<file path="src/design/skf_pkg.sv">
package skf_pkg;

  localparam int DATA_WIDTH = 32;
  localparam int FRAC_BITS  = 16;

  localparam int NOISE_W = DATA_WIDTH - 1;
  localparam int DEN_W   = DATA_WIDTH + 1;
  localparam int REM_W   = DATA_WIDTH + 2;
  localparam int GAIN_W  = FRAC_BITS + 1;
  localparam int DIFF_W  = DATA_WIDTH + 1;
  localparam int MOP_W   = FRAC_BITS + 2;
  localparam int PROD_W  = DIFF_W + MOP_W;
  localparam int CNT_W   = $clog2(GAIN_W);

  localparam logic [GAIN_W-1:0] GAIN_ONE = GAIN_W'(1) << FRAC_BITS;
  localparam logic [CNT_W-1:0]  DIV_LAST = CNT_W'(FRAC_BITS);

  localparam int CFG_IDX_W = 1;
  localparam logic [CFG_IDX_W-1:0] REG_PROCESS_NOISE     = CFG_IDX_W'(0);
  localparam logic [CFG_IDX_W-1:0] REG_MEASUREMENT_NOISE = CFG_IDX_W'(1);

  typedef struct packed {
    logic load;
    logic den;
    logic div_first;
    logic div_step;
    logic mul_est;
    logic mul_var;
    logic upd_var;
    logic out_load;
  } skf_cmd_t;

  typedef struct packed {
    logic out_free;
  } skf_stat_t;

endpackage

</file>
<file path="src/design/skf_in_if.sv">
interface skf_in_if;
  import skf_pkg::*;

  logic                         valid;
  logic                         ready;
  logic signed [DATA_WIDTH-1:0] measurement;

  modport source (output valid, output measurement, input ready);
  modport sink (input valid, input measurement, output ready);
endinterface

</file>
<file path="src/design/skf_out_if.sv">
interface skf_out_if;
  import skf_pkg::*;

  logic                         valid;
  logic                         ready;
  logic signed [DATA_WIDTH-1:0] estimate;

  modport source (output valid, output estimate, input ready);
  modport sink (input valid, input estimate, output ready);
endinterface

</file>
<file path="src/design/skf_ctrl.sv">
module skf_ctrl (
  input  logic               clk,
  input  logic               rst_n,
  input  logic               in_valid,
  output logic               in_ready,
  input  skf_pkg::skf_stat_t stat,
  output skf_pkg::skf_cmd_t  cmd
);
  import skf_pkg::*;

  localparam logic [2:0] ST_IDLE = 3'd0;
  localparam logic [2:0] ST_DEN  = 3'd1;
  localparam logic [2:0] ST_DIV  = 3'd2;
  localparam logic [2:0] ST_MULE = 3'd3;
  localparam logic [2:0] ST_MULV = 3'd4;
  localparam logic [2:0] ST_UPD  = 3'd5;
  localparam logic [2:0] ST_OUT  = 3'd6;

  logic [2:0]       state_r, state_nxt;
  logic [CNT_W-1:0] cnt_r, cnt_nxt;

  always_comb begin
    state_nxt = state_r;
    cnt_nxt   = cnt_r;
    cmd       = '0;
    in_ready  = 1'b0;
    case (state_r)
      ST_IDLE: begin
        in_ready = 1'b1;
        if (in_valid) begin
          cmd.load  = 1'b1;
          state_nxt = ST_DEN;
        end
      end
      ST_DEN: begin
        cmd.den   = 1'b1;
        cnt_nxt   = '0;
        state_nxt = ST_DIV;
      end
      ST_DIV: begin
        cmd.div_step  = 1'b1;
        cmd.div_first = (cnt_r == '0);
        if (cnt_r == DIV_LAST) begin
          state_nxt = ST_MULE;
        end else begin
          cnt_nxt = cnt_r + CNT_W'(1);
        end
      end
      ST_MULE: begin
        cmd.mul_est = 1'b1;
        state_nxt   = ST_MULV;
      end
      ST_MULV: begin
        cmd.mul_var = 1'b1;
        state_nxt   = ST_UPD;
      end
      ST_UPD: begin
        cmd.upd_var = 1'b1;
        state_nxt   = ST_OUT;
      end
      ST_OUT: begin
        if (stat.out_free) begin
          cmd.out_load = 1'b1;
          state_nxt    = ST_IDLE;
        end
      end
      default: begin
        state_nxt = ST_IDLE;
      end
    endcase
  end

  always_ff @(posedge clk) begin
    if (!rst_n) begin
      state_r <= ST_IDLE;
      cnt_r   <= '0;
    end else begin
      state_r <= state_nxt;
      cnt_r   <= cnt_nxt;
    end
  end

  a_accept_to_den: assert property (@(posedge clk) disable iff (!rst_n)
    (in_valid && in_ready) |=> (state_r == ST_DEN))
    else $error("accepted item did not start the denominator step");

  a_cnt_bound: assert property (@(posedge clk) disable iff (!rst_n)
    (state_r == ST_DIV) |-> (cnt_r <= DIV_LAST))
    else $error("division step count out of range");

endmodule

</file>
<file path="src/design/skf_dp.sv">
module skf_dp (
  input  logic                                  clk,
  input  logic                                  rst_n,
  input  skf_pkg::skf_cmd_t                     cmd,
  output skf_pkg::skf_stat_t                    stat,
  input  logic                                  cfg_we,
  input  logic [skf_pkg::CFG_IDX_W-1:0]         cfg_index,
  input  logic [skf_pkg::NOISE_W-1:0]           cfg_wdata,
  input  logic signed [skf_pkg::DATA_WIDTH-1:0] measurement,
  output logic signed [skf_pkg::DATA_WIDTH-1:0] estimate,
  output logic                                  out_valid,
  input  logic                                  out_ready
);
  import skf_pkg::*;

  // state and configuration
  logic signed [DATA_WIDTH-1:0] est_r, est_nxt;
  logic [DATA_WIDTH-1:0]        var_r, var_nxt;
  logic [NOISE_W-1:0]           q_r, q_nxt;
  logic [NOISE_W-1:0]           rn_r, rn_nxt;
  logic                         out_valid_r, out_valid_nxt;

  // working registers
  logic signed [DATA_WIDTH-1:0] z_r, z_nxt;
  logic [DATA_WIDTH-1:0]        pmid_r, pmid_nxt;
  logic [DEN_W-1:0]             den_r, den_nxt;
  logic                         den_zero_r, den_zero_nxt;
  logic signed [DIFF_W-1:0]     diff_r, diff_nxt;
  logic [REM_W-1:0]             rem_r, rem_nxt;
  logic [GAIN_W-1:0]            quo_r, quo_nxt;
  logic signed [PROD_W-1:0]     prod_r, prod_nxt;
  logic signed [DATA_WIDTH-1:0] out_data_r, out_data_nxt;

  logic [DEN_W-1:0]         pred_sum;
  logic [DATA_WIDTH-1:0]    pred_sat;
  logic [REM_W-1:0]         rem_sh;
  logic [REM_W-1:0]         den_ext;
  logic                     ge;
  logic [GAIN_W-1:0]        gain;
  logic signed [DIFF_W-1:0] mop_a;
  logic signed [MOP_W-1:0]  mop_b;

  always_comb begin
    // saturating variance prediction
    pred_sum = {1'b0, var_r} + DEN_W'(q_r);
    pred_sat = pred_sum[DATA_WIDTH] ? '1 : pred_sum[DATA_WIDTH-1:0];

    // one restoring division step
    den_ext = REM_W'(den_r);
    rem_sh  = cmd.div_first ? rem_r : (rem_r << 1);
    ge      = (rem_sh >= den_ext);

    gain = den_zero_r ? '0 : quo_r;

    // shared multiplier operands
    if (cmd.mul_est) begin
      mop_a = diff_r;
      mop_b = $signed({1'b0, gain});
    end else begin
      mop_a = $signed({1'b0, pmid_r});
      mop_b = $signed({1'b0, GAIN_ONE - gain});
    end

    est_nxt       = est_r;
    var_nxt       = var_r;
    q_nxt         = q_r;
    rn_nxt        = rn_r;
    z_nxt         = z_r;
    pmid_nxt      = pmid_r;
    den_nxt       = den_r;
    den_zero_nxt  = den_zero_r;
    diff_nxt      = diff_r;
    rem_nxt       = rem_r;
    quo_nxt       = quo_r;
    prod_nxt      = prod_r;
    out_data_nxt  = out_data_r;
    out_valid_nxt = out_valid_r;

    if (cfg_we) begin
      case (cfg_index)
        REG_PROCESS_NOISE:     q_nxt  = cfg_wdata;
        REG_MEASUREMENT_NOISE: rn_nxt = cfg_wdata;
        default: begin
        end
      endcase
    end

    if (cmd.load) begin
      z_nxt    = measurement;
      pmid_nxt = pred_sat;
    end

    if (cmd.den) begin
      den_nxt      = {1'b0, pmid_r} + DEN_W'(rn_r);
      den_zero_nxt = (pmid_r == '0) && (rn_r == '0);
      diff_nxt     = {z_r[DATA_WIDTH-1], z_r} - {est_r[DATA_WIDTH-1], est_r};
      rem_nxt      = REM_W'(pmid_r);
      quo_nxt      = '0;
    end

    if (cmd.div_step) begin
      rem_nxt = ge ? (rem_sh - den_ext) : rem_sh;
      quo_nxt = cmd.div_first ? GAIN_W'(ge) : {quo_r[GAIN_W-2:0], ge};
    end

    if (cmd.mul_est || cmd.mul_var) begin
      prod_nxt = mop_a * mop_b;
    end

    if (cmd.mul_var) begin
      est_nxt = est_r + $signed(prod_r[FRAC_BITS +: DATA_WIDTH]);
    end

    if (cmd.upd_var) begin
      var_nxt = prod_r[FRAC_BITS +: DATA_WIDTH];
    end

    if (cmd.out_load) begin
      out_data_nxt  = est_r;
      out_valid_nxt = 1'b1;
    end else if (out_ready) begin
      out_valid_nxt = 1'b0;
    end
  end

  always_ff @(posedge clk) begin
    if (!rst_n) begin
      est_r       <= '0;
      var_r       <= '0;
      q_r         <= '0;
      rn_r        <= '0;
      out_valid_r <= 1'b0;
    end else begin
      est_r       <= est_nxt;
      var_r       <= var_nxt;
      q_r         <= q_nxt;
      rn_r        <= rn_nxt;
      out_valid_r <= out_valid_nxt;
    end
  end

  always_ff @(posedge clk) begin
    z_r        <= z_nxt;
    pmid_r     <= pmid_nxt;
    den_r      <= den_nxt;
    den_zero_r <= den_zero_nxt;
    diff_r     <= diff_nxt;
    rem_r      <= rem_nxt;
    quo_r      <= quo_nxt;
    prod_r     <= prod_nxt;
    out_data_r <= out_data_nxt;
  end

  assign stat.out_free = !out_valid_r || out_ready;
  assign estimate      = out_data_r;
  assign out_valid     = out_valid_r;

  a_rem_below_den: assert property (@(posedge clk) disable iff (!rst_n)
    cmd.div_step |=> (den_zero_r || (rem_r < REM_W'(den_r))))
    else $error("division remainder not below denominator");

  a_gain_bound: assert property (@(posedge clk) disable iff (!rst_n)
    cmd.mul_est |-> (gain <= GAIN_ONE))
    else $error("gain above one");

  a_out_slot_free: assert property (@(posedge clk) disable iff (!rst_n)
    cmd.out_load |-> (!out_valid_r || out_ready))
    else $error("result overwrote an item not yet taken");

endmodule

</file>
<file path="src/design/scalar_kalman_filter.sv">
// One-dimensional Kalman filter on signed Q16.16 samples. Each accepted item
// runs through a saturating variance prediction, a restoring division for the
// unsigned Q1.16 gain (one quotient bit per cycle), and two passes through a
// single shared 33x18 multiplier for the estimate and variance updates. The
// next item is accepted only after the estimate of the last one is loaded
// into the output register, which waits while the result side stalls. Both
// noise registers and the filter state clear to zero on reset; write the
// noise registers only while no item is in flight.
module scalar_kalman_filter (
  input  logic                          clk,
  input  logic                          rst_n,
  skf_in_if.sink                        in_ch,
  skf_out_if.source                     out_ch,
  input  logic                          cfg_we,
  input  logic [skf_pkg::CFG_IDX_W-1:0] cfg_index,
  input  logic [skf_pkg::NOISE_W-1:0]   cfg_wdata
);
  import skf_pkg::*;

  skf_cmd_t  cmd;
  skf_stat_t stat;

  skf_ctrl u_ctrl (
    .clk      (clk),
    .rst_n    (rst_n),
    .in_valid (in_ch.valid),
    .in_ready (in_ch.ready),
    .stat     (stat),
    .cmd      (cmd)
  );

  skf_dp u_dp (
    .clk         (clk),
    .rst_n       (rst_n),
    .cmd         (cmd),
    .stat        (stat),
    .cfg_we      (cfg_we),
    .cfg_index   (cfg_index),
    .cfg_wdata   (cfg_wdata),
    .measurement (in_ch.measurement),
    .estimate    (out_ch.estimate),
    .out_valid   (out_ch.valid),
    .out_ready   (out_ch.ready)
  );

endmodule
</file>
<file path="src/flat_wrapper.sv">
// flat-port wrapper written by rule: the top's interface ports become plain ports
module scalar_kalman_filter_flat import skf_pkg::*;
  (clk, rst_n, cfg_we, cfg_index, cfg_wdata, in_ch_valid, in_ch_measurement, in_ch_ready, out_ch_valid, out_ch_estimate, out_ch_ready);
  skf_in_if in_ch_i ();
  skf_out_if out_ch_i ();
  input  logic clk;
  input  logic rst_n;
  input  logic cfg_we;
  input  logic [skf_pkg::CFG_IDX_W-1:0] cfg_index;
  input  logic [skf_pkg::NOISE_W-1:0] cfg_wdata;
  input wire logic [$bits(in_ch_i.valid)-1:0] in_ch_valid;
  input wire logic [$bits(in_ch_i.measurement)-1:0] in_ch_measurement;
  output wire logic [$bits(in_ch_i.ready)-1:0] in_ch_ready;
  output wire logic [$bits(out_ch_i.valid)-1:0] out_ch_valid;
  output wire logic [$bits(out_ch_i.estimate)-1:0] out_ch_estimate;
  input wire logic [$bits(out_ch_i.ready)-1:0] out_ch_ready;
  assign in_ch_i.valid = in_ch_valid;
  assign in_ch_i.measurement = in_ch_measurement;
  assign in_ch_ready = in_ch_i.ready;
  assign out_ch_valid = out_ch_i.valid;
  assign out_ch_estimate = out_ch_i.estimate;
  assign out_ch_i.ready = out_ch_ready;
  scalar_kalman_filter u_core (.clk(clk), .rst_n(rst_n), .in_ch(in_ch_i), .out_ch(out_ch_i), .cfg_we(cfg_we), .cfg_index(cfg_index), .cfg_wdata(cfg_wdata));
endmodule
</file>
<file path="config.mk">
export PLATFORM = sky130hd
export DESIGN_NAME = scalar_kalman_filter_flat
export DESIGN_NICKNAME = d
export VERILOG_FILES = /design/src/design/skf_pkg.sv /design/src/design/skf_in_if.sv /design/src/design/skf_out_if.sv /design/src/design/skf_ctrl.sv /design/src/design/skf_dp.sv /design/src/design/scalar_kalman_filter.sv /design/src/flat_wrapper.sv
export SDC_FILE = /design/constraint.sdc
export NUM_CORES = 2
export LEC_CHECK = 0
export ABC_AREA = 1
export BUFFER_PORTS_ARGS = -buffer_cell sky130_fd_sc_hd__clkbuf_2
export CELL_PAD_IN_SITES_DETAIL_PLACEMENT = 1
export CELL_PAD_IN_SITES_GLOBAL_PLACEMENT = 2
export CORE_ASPECT_RATIO = 2
export CORE_MARGIN = 2
export CORE_UTILIZATION = 42
export DETAILED_ROUTE_END_ITERATION = 10
export PLACE_DENSITY_LB_ADDON = 0.25
export SLEW_MARGIN = 10
export SYNTH_ARGS = -nofsm -noshare
export SYNTH_HDL_FRONTEND = slang
export SYNTH_SLANG_ARGS = --single-unit
</file>
<file path="constraint.sdc">
create_clock -name clk -period 16.3 [get_ports clk]
set_input_delay 0.815 -clock clk [delete_from_list [all_inputs] [get_ports clk]]
set_output_delay 0.815 -clock clk [all_outputs]
set_load 0.1 [all_outputs]
</file>
==> flow_summary.yaml <==
timing:
  setup_viol: 0
  fmax_ghz: 0.106
  period_share: 0.577
  clock_skew_ns: 0.0817
  min_period_ns: 9.40
  rsz0062_at_grt: "false"
  fin_tns_setup_ns: 0
  hold_viol: 0
  worst_slew_pin_slew_ns: 1.12
  relSlewSlack: 0.254
  drv_slew: 0
synth:
  syn_area_per_cell_sq_um: 7.57
  synthCells: 5895
  synthArstFlopShare: 0
  yosys_most_used_dff: "edfxtp_1"
  yosysMostFrequentCell: "nand2_1"
  syn_area_sq_um: 44600
  synthDistinctLibCells: 51
  synth_area_leader_cell: "fa_1"
  syn_nets: 6754
  synth_top_area_frac: 0.233
  synth_top_cells_by_count: "1335 x nand2_1, 1209 x inv_1, 753 x nor2_1, 519 x fa_1, 271 x ha_1"
  yosysWarnings: 0
  synth-seq-area-share: 0.226
  synth_seq_cells: 381
  synth-edff-count: 246
  synth.area.top_cells: "fa_1 23%, edfxtp_1 17%, nand2_1 11%, inv_1 10%, ha_1 7.6%"
global_route:
  grt_max_degree: 76
  antenna_found_initial: 2
  gr-total-overflow: 0
  grt_pass1_wl_microns: 271000
  grtUsageTotal: 0.343
  grt_pass1_vias: 44252
critical_path:
  cp_max_fo: 25
  start_kind: "register"
  crit_top_cell: "inv_1"
  critical_path_required_ns: 16.68
  crit_path_max_incr_delay_ns: 0.84
  r2r-start: "u_core.u_ctrl.state_r[0]"
  reg2reg_slack_ns: 6.90
  critical_path_class: "reg2reg"
  timing.rr.end: "u_core.u_dp.prod_r[47]"
  cp.arrival_ns: 9.79
  end_kind: "register"
  crit_path_top_delay_cell: "inv_1"
  r2r_cells: 31
clock_tree:
  clock_latency_ns: 0.62
  clock-sinks: 381
  clk_pin_slew_ns: 0.07
  post_cts_resized: 0
  cts_hold_buf: 0
  root_buffer: "clkbuf_16"
  cts_tree: "built"
  cts_max_path_buffers: 3
  htreeDepth: 2
  cts_buffers: 40
  cts_setup_buffers: 0
die:
  initial_core_util: 0.422
  die_y_microns: 465
  core_sq_um: 106000
  fp.dieArea_sq_um: 109000
  io_pins: 103
  num_rows: 169
  die_w_microns: 235
run:
  drv_cap: 0
final_layout:
  final_util: 0.452
  stdcell_area_sq_um: 47800
  nets: 6797
  area_growth_pct: 7.17
  layout-drive-gt1-share: 0.0595
drt:
  drc: 0
  via_per_inst: 5.38
  drtIter0Drc: 1925
  via_count: 39500
  antenna_left: 0
  routedWlPerCell_microns: 25.2
  drt_pass1_iterations: 7
  wirelength_microns: 185000
placed_design:
  post_dp_cell_area_sq_um: 46500
  hpwl_microns: 156000
  place.port_buffers: 102
  place.gp.congestion: 0.977
worst_hold_path:
  hold_end: "u_core.u_dp.z_r[30]"
  hp-class: "in2reg"
  whs_path_depth: 1
  hp-start: "in_ch_measurement[30]"
run_status:
  outcome: "completed"
## routing by layer
layer,vias to the layer above,track usage,part of all wire
met5,-,0,0.000081
met2,1043,0.635,0.53
met4,2,0.340,0.12
li1,18193,-,-
met1,19601,0.314,0.32
met3,661,0.0356,0.032
## cell families (layout without fill, tap and decap cells)
group / count (synthesis) / in the layout / synth area share
AOI/OAI and AO/OA: 664 / 664 / 0.0842
xor gates and xnor gates: 129 / 129 / 0.0258
adders and majority gates: 790 / 790 / 0.309
buffers and inverters: 1384 / 1457 / 0.121
DFF: 381 / 381 / 0.226
muxes: 1 / 1 / 0.000252
other: 0 / 2 / 0
and+or+nand+nor: 2546 / 2546 / 0.234
## state kept, by name, summed over array words and instances, names as in the netlist
name,count
u_core.u_ctrl.cnt_r,5
u_core.u_ctrl.state_r,3
u_core.u_dp.den_r,33
u_core.u_dp.den_zero_r,1
u_core.u_dp.diff_r,33
u_core.u_dp.est_r,32
u_core.u_dp.estimate,32
u_core.u_dp.out_valid,1
u_core.u_dp.pmid_r,32
u_core.u_dp.prod_r,32
u_core.u_dp.q_r,31
u_core.u_dp.quo_r,17
u_core.u_dp.rem_r,34
u_core.u_dp.rn_r,31
u_core.u_dp.var_r,32
u_core.u_dp.z_r,32
## worst max-delay path by stage
stage	from	slack [ns]	end	cells after the start
floorplan	u_core.u_dp.den_zero_r	9.79	u_core.u_dp.prod_r[46]	30
finish	u_core.u_ctrl.state_r[0]	6.90	u_core.u_dp.prod_r[47]	31
CTS	u_core.u_ctrl.state_r[0]	7.00	u_core.u_dp.prod_r[47]	31
global placement	u_core.u_dp.den_zero_r	7.14	u_core.u_dp.prod_r[47]	32
detailed placement	u_core.u_dp.den_zero_r	7.05	u_core.u_dp.prod_r[47]	32
global route	u_core.u_ctrl.state_r[0]	6.51	u_core.u_dp.prod_r[47]	30
## worst max-delay path, delay by kind of cell, from the launching register on
| family | cells | cell delay, ns |
|---|---|---|
| adders and majority gates | 7 | 3.78 |
| buffers and inverters | 11 | 2.49 |
| and+or+nand+nor | 13 | 2.33 |
| DFF | 1 | 0.52 |
## layout by cell type (no fill, tap or decap), drive strengths merged, types with 24 or more instances in the layout
master,n
a21o,24
a21oi,261
buf,44
clkbuf,153
dfxtp,135
edfxtp,246
fa,519
ha,271
inv,1244
nand2,1351
nand3,247
nand4,42
nor2,788
nor3,46
nor4,27
o21ai,302
o21bai,27
xnor2,48
xor2,81
## cell type report
type	instances	area, sq um
timing repair buffer	145	833
inverter	1240	4660
clock buffer	52	1140
antenna	2	5.00
fill	13312	57900
clock inverter	20	198
multi-input combinational	4130	29200
sequential	381	10100
tap	1368	1710
## metrics by stage
step           std cells  setup slack [ns]  hold slack [ns]
3_5_place_dp        7264              7.05            0.454
3_3_place_gp        7264              7.14            0.460
6_report            7338              6.90            0.366
4_1_cts             7336              7.00            0.341
5_1_grt             7336              6.51            0.366
2_1_floorplan       5895              9.79            0.437
Power is left out: the tool's default activity adds up to more than one toggle a clock period on the data nets, which glitch-free logic cannot reach.
